$ cat config.mk
export PLATFORM = sky130hd
export DESIGN_NAME = fdi_mac
export DESIGN_NICKNAME = d
export VERILOG_FILES = /design/src/rtl/fdi_pkg.sv /design/src/rtl/fdi_mac.sv
export SDC_FILE = /design/constraint.sdc
export NUM_CORES = 1
export LEC_CHECK = 0
export ABC_CLOCK_PERIOD_IN_PS = 10200
export BUFFER_PORTS_ARGS = -buffer_cell sky130_fd_sc_hd__buf_2
export CELL_PAD_IN_SITES_DETAIL_PLACEMENT = 0
export CELL_PAD_IN_SITES_GLOBAL_PLACEMENT = 1
export CORE_AREA = 4 4 225 227
export CTS_CLUSTER_SIZE = 20
export DETAILED_ROUTE_END_ITERATION = 8
export DIE_AREA = 0 0 229 231
export PLACE_DENSITY_LB_ADDON = 0.3
export SLEW_MARGIN = 20
export SYNTH_ARGS = -nofsm -noshare
export SYNTH_HDL_FRONTEND = slang
export SYNTH_SLANG_ARGS = --single-unit
export TNS_END_PERCENT = 5
$ cat constraint.sdc
create_clock -name clk_i -period 10.2 [get_ports clk_i]
set_input_delay 1.53 -clock clk_i [delete_from_list [all_inputs] [get_ports clk_i]]
set_output_delay 1.53 -clock clk_i [all_outputs]
set_load 0.01 [all_outputs]
$ cat src/rtl/fdi_pkg.sv
package fdi_pkg;

  // Store and number formats
  localparam int STORE_DEPTH   = 1024;
  localparam int SAMPLE_BITS   = 16;
  localparam int FRACTION_BITS = 16;
  localparam int GUARD_BITS    = 3;

  localparam int ADDR_W = $clog2(STORE_DEPTH);
  localparam int LEN_W  = ADDR_W + 1;
  localparam int POS_W  = ADDR_W + FRACTION_BITS;
  localparam int MODE_W = 2;

  // Cubic coefficients need four bits of headroom over a sample; the Horner
  // accumulator needs fourteen. The product adds the unsigned fraction.
  localparam int COEF_W = SAMPLE_BITS + 4;
  localparam int ACC_W  = SAMPLE_BITS + 14;
  localparam int PROD_W = ACC_W + FRACTION_BITS + 1;

  // Stream packing
  localparam int IN_DATA_BITS  = ADDR_W + SAMPLE_BITS + POS_W;
  localparam int IN_TDATA_W    = ((IN_DATA_BITS + 7) / 8) * 8;
  localparam int IDX_LSB       = 0;
  localparam int VAL_LSB       = ADDR_W;
  localparam int POS_LSB       = ADDR_W + SAMPLE_BITS;
  localparam int OUT_TDATA_W   = ((SAMPLE_BITS + 7) / 8) * 8;

  // Configuration port
  localparam int PADDR_W = 3;
  localparam int PDATA_W = 32;

  localparam logic [MODE_W-1:0] MODE_NEAREST = 2'd0;
  localparam logic [MODE_W-1:0] MODE_LINEAR  = 2'd1;
  localparam logic [MODE_W-1:0] MODE_CUBIC   = 2'd2;

  localparam logic [MODE_W-1:0] MODE_RESET   = MODE_LINEAR;
  localparam logic [LEN_W-1:0]  LEN_RESET    = LEN_W'(STORE_DEPTH);
  localparam logic [LEN_W-1:0]  LEN_MIN      = LEN_W'(4);
  localparam logic [LEN_W-1:0]  LEN_MAX      = LEN_W'(STORE_DEPTH);

  localparam logic OP_WRITE = 1'b0;
  localparam logic OP_READ  = 1'b1;

  localparam logic REG_INTERP_MODE   = 1'b0;
  localparam logic REG_BUFFER_LENGTH = 1'b1;

  localparam logic signed [ACC_W-1:0] SAT_HI = ACC_W'((2 ** (SAMPLE_BITS - 1)) - 1);
  localparam logic signed [ACC_W-1:0] SAT_LO = -SAT_HI - ACC_W'(1);

  typedef enum logic [2:0] {
    S_IDLE,
    S_READ,
    S_COEF,
    S_MAC,
    S_MWAIT,
    S_DONE
  } state_e;

  typedef enum logic [1:0] {
    KIND_NEAREST,
    KIND_LINEAR,
    KIND_CUBIC
  } kind_e;

  // One request to the shared multiply-accumulate unit
  typedef struct packed {
    logic                    start;
    logic                    guard_shift;
    logic                    round;
    logic signed [ACC_W-1:0] a;
    logic signed [ACC_W-1:0] b;
  } mac_req_t;

endpackage

$ cat src/rtl/fdi_mac.sv
module fdi_mac (
  input  logic                                   clk_i,
  input  logic                                   rst_ni,
  input  fdi_pkg::mac_req_t                      req_i,
  input  logic [fdi_pkg::FRACTION_BITS-1:0]      frac_i,
  output logic signed [fdi_pkg::ACC_W-1:0]       res_o,
  output logic                                   res_valid_o
);

  logic signed [fdi_pkg::FRACTION_BITS:0]  frac_s;
  logic signed [fdi_pkg::PROD_W-1:0]       prod_d;
  logic signed [fdi_pkg::PROD_W-1:0]       prod_q;
  logic signed [fdi_pkg::ACC_W-1:0]        b_q;
  logic                                    guard_q;
  logic                                    round_q;
  logic                                    v1_q;
  logic                                    v2_q;
  logic signed [fdi_pkg::PROD_W-1:0]       rounded;
  logic signed [fdi_pkg::PROD_W-1:0]       shifted;
  logic signed [fdi_pkg::ACC_W-1:0]        res_d;
  logic signed [fdi_pkg::ACC_W-1:0]        res_q;

  // First stage: the single multiplier, accumulator times the fraction.
  assign frac_s = $signed({1'b0, frac_i});
  assign prod_d = req_i.a * frac_s;

  // Second stage: optional half-unit rounding, floor shift, then add.
  always_comb begin
    rounded = prod_q;
    if (round_q) begin
      rounded = prod_q + fdi_pkg::PROD_W'(2 ** (fdi_pkg::FRACTION_BITS - 1));
    end
    if (guard_q) begin
      shifted = rounded >>> (fdi_pkg::FRACTION_BITS - fdi_pkg::GUARD_BITS);
    end else begin
      shifted = rounded >>> fdi_pkg::FRACTION_BITS;
    end
    res_d = shifted[fdi_pkg::ACC_W-1:0] + b_q;
  end

  always_ff @(posedge clk_i or negedge rst_ni) begin
    if (!rst_ni) begin
      v1_q <= 1'b0;
      v2_q <= 1'b0;
    end else begin
      v1_q <= req_i.start;
      v2_q <= v1_q;
    end
  end

  always_ff @(posedge clk_i) begin
    if (req_i.start) begin
      prod_q  <= prod_d;
      b_q     <= req_i.b;
      guard_q <= req_i.guard_shift;
      round_q <= req_i.round;
    end
    if (v1_q) begin
      res_q <= res_d;
    end
  end

  assign res_o       = res_q;
  assign res_valid_o = v2_q;

endmodule

==> implementation parameters <==
Parameter                              Value

CTS
  Clock insertion delay at the later pin of the skew report    0.34 ns
  Clock tree sinks    between 90 and 100
  Cells resized by post-CTS repair    0
  Clock buffer depth    2
  Clock Pin Slew Worst Setup and Hold Paths    0.06 ns
  Total clock buffers created by CTS    9
  Post-CTS setup repair buffer count    0
  CTS tree    done
  Cell at the root of the clock tree    clkbuf_16
  # hold bufs at CTS    0
  H-tree Lvls    3

Yosys
  Yosys Warn Count    0
  Area fraction in compound gates after synthesis    ~6.1%
  Cell types with the highest counts after synthesis    inv_1 (541), fa_1 (455), nand2_1 (316)
  Top cell type's share of synthesized area    42.07%
  Cells after synthesis    approximately 2300
  Simple logic cell fraction of the synthesized area    around 14%
  Primary FF master, synth    edfxtp_1
  Register area share after synthesis    a little over an eighth
  Library cell occupying the most area in the post-synthesis netlist    fa_1
  Post-synthesis xor/xnor area fraction    between 3 and 4%
  Arithmetic-cell share of the synthesized area counting full adders, half adders and majority gates    between 50% and 60%
  Most area-consuming cells after synthesis    fa_1 (42%), edfxtp_1 (13%), inv_1 (9.4%)
  Net count after synthesis    slightly below 3000
  Async S/R FF share, synth    2.062%
  Most instantiated library cell after synthesis    inv_1
  Number of different library cells in the post-synthesis netlist    between 60 and 70
  Post-synth EDFFs    95
  Post-synthesis mux area share    1.294%
  Number of register bits inferred by synthesis    97
  Combinational family with the most area after synthesis    adder cells
  Average size of a mapped cell    9.521 µm²
  Cell area after synthesis    between 20000 and 25000 µm²

Worst setup path
  Biggest fanout along the worst timing path    30
  Worst-path cell chain    buf_2 > nand2_1 > fa_1 > inv_1 > fa_1 > fa_1 > fa_1 > fa_1 > inv_1 > fa_1 > inv_1 > ha_1 > nand4_1 > nor4_1 > o21bai_1 > nor2_1 > o311ai_0 > xor2_1
  Endpoint kind of the worst setup timing path    flop
  Critical path class    input pin to flop
  Crit Reg-Reg Endpoint    res_o[28]$_DFFE_PP_
  Required time at the worst-slack endpoint    between 10 and 15 ns
  Critical-path cell with the highest stage delay    fa_1
  Critical R2R Launch    round_q$_DFFE_PP_
  Count of cells along the worst register-to-register path    15
  Cell mode on critical path    fa_1
  Launching element type of the critical path    input pin
  Crit path launch    frac_i[2]
  Biggest cell delay along the critical path    approximately 0.84 ns
  R2R Setup Slk    roughly 5.5 ns
  Arrival time at the worst endpoint    ~7.7 ns

Min path
  Path category of the worst min-delay check    flop to flop
  Worst hold path endpoint    res_valid_o$_DFF_PN0_
  Startpoint of the most critical hold path    v1_q$_DFF_PN0_
  Worst hold path depth    0

Floorplan
  Core region area    approximately 49000 µm²
  Horizontal die dimension    between 200 and 250 µm
  Overall die height    approximately 230 µm
  Area enclosed by the die boundary    52900 µm²
  I/O Pins    roughly 110
  Cell row count    a little over 80
  Starting utilization of the core area    approximately 45%

Finish
  Total non-filler cell area in the finished layout    22960 µm²
  Fraction of final layout cells with drive strength greater than 1    6.137%
  Number of antenna diodes    0
  Non-filler cells in the finished layout    approximately 2900
  Area growth syn-to-layout    6.033%
  Number of nets in the layout    roughly 3000

Global routing
  Global-route wire length before repair    between 80000 and 90000 µm
  Number of antenna violations at the first check in global routing    0
  Via count of the first global-routing pass    roughly 17000
  GRT Total Usage    20.33%
  Maximum number of pins on one net before global-route repair    67
  Aggregate global routing overflow    0

Detailed routing
  Number of DRC markers in iteration 0    ~760
  Total iterations of the first detailed-routing run    4
  Drt via density    approximately 5
  Remaining design rule violation count    0
  DR WL/cell    approximately 18 µm
  Overall routed net length    about 52000 µm
  Remaining antenna violation count    0
  Via total after detailed routing    about 15000

STA
  Final Hold Viols    0
  Slew of the pin with the lowest slew margin    approximately 0.85 ns
  Crit path time final    roughly 7.7 ns
  Final-report setup violation count    0
  Accumulated negative setup slack    0 ns
  Tightest slew margin relative to the limit    a little over two fifths
  Final cycle utilization of the critical path    about three quarters
  Fmax    between 100 and 150 MHz
  Number of max-slew violations in the final report    0
  Hold Worst Slack    roughly 0.42 ns
  RSZ-0062 raised after global routing    no
  Worst clock skew on the final layout    approximately 0.009 ns

Place
  Estimated wirelength of the detail-placed design    between 40000 and 50000 µm
  Cell count after placement    2920
  Post-placement cell area    22670 µm²
  Port buffer count    ~110
  Placer congestion estimate    approximately 0.95

Run
  MaxCap Viol Count    0

Outcome
  Outcome    finished, final reports clean
[worst max-delay path: cells and delay by family]
kind | cells | cell delay, ns
simple gates | 4 | 0.75
fa+ha+maj | 7 | 3.92
xor+xnor | 1 | 0.12
compound gates | 2 | 0.67
buf+inv | 4 | 0.74
[through the flow]
| stage | utilization, % | setup WS, ns |
|---|---|---|
| global route | 47.19 | 2.088 |
| finish | 47.19 | 2.529 |
| CTS | 47.19 | 2.530 |
| detailed placement | 46.60 | 2.183 |
| global placement | 46.60 | 2.279 |
| floorplan | - | 2.935 |
[final cells by class]
type,instances,area [µm²]
multi-input combinational,1546,16380
inverter,541,2031
fill,4643,25690
timing repair buffer,114,578.1
sequential,97,2903
tap,622,778.2
clock buffer,10,229.0
clock inverter,6,58.81
[layout by cell type, fill, tap and decap left out, drive strengths merged, types with 3 or more instances in the layout]
master and instances:
ha 138, a221oi 4, a211oi 7, and4 4
nor2 34, buf 114, fa 455, a21oi 61
o31ai 4, nor4 6, clkbuf 10, nor3 6
mux2i 28, xnor2 47, and3 10, nand3 22
a21o 32, nand4 16, o31a 3, inv 541
nand2b 6, a2111oi 4, o211ai 6, o21a 8
nor2b 10, o21bai 4, and2 204, o311ai 3
a211o 3, clkinv 5, nand2 316, xor2 48
o21ai 30, or3 3, edfxtp 95, a31oi 5
[routing by layer]
metal	wire length [µm]	global-route usage [%]	vias to the layer above
met5	0	0	-
met4	899	4.431	0
met3	2522	2.665	58
met2	24300	33.58	349
met1	24370	28.95	7692
li1	-	-	6922
[how the worst max path moves through the flow]
stage	to	cells past startpoint
2_1_floorplan	prod_q[44]$_DFFE_PP_	18
3_3_place_gp	prod_q[44]$_DFFE_PP_	21
3_5_place_dp	prod_q[42]$_DFFE_PP_	18
4_1_cts	prod_q[42]$_DFFE_PP_	18
5_1_grt	prod_q[42]$_DFFE_PP_	18
6_report	prod_q[42]$_DFFE_PP_	18
[kinds of logic after synthesis]
logic type,count (synthesis)
AND/OR/NAND/NOR,641
multiplexers,28
flip-flops,97
AO/OA/AOI/OAI,189
adder cells (fa/ha/maj),593
buffers and inverters,631
XOR/XNOR,95
[flip-flops by register name, summed over array words and instances (netlist names)]
name	count
res_valid_o	1
res_o	30
b_q	30
v1_q	1
prod_q	33
guard_q	1
round_q	1
Power is not shown: default switching activity piles up to over one toggle a cycle in this logic, so the estimate is an artifact.
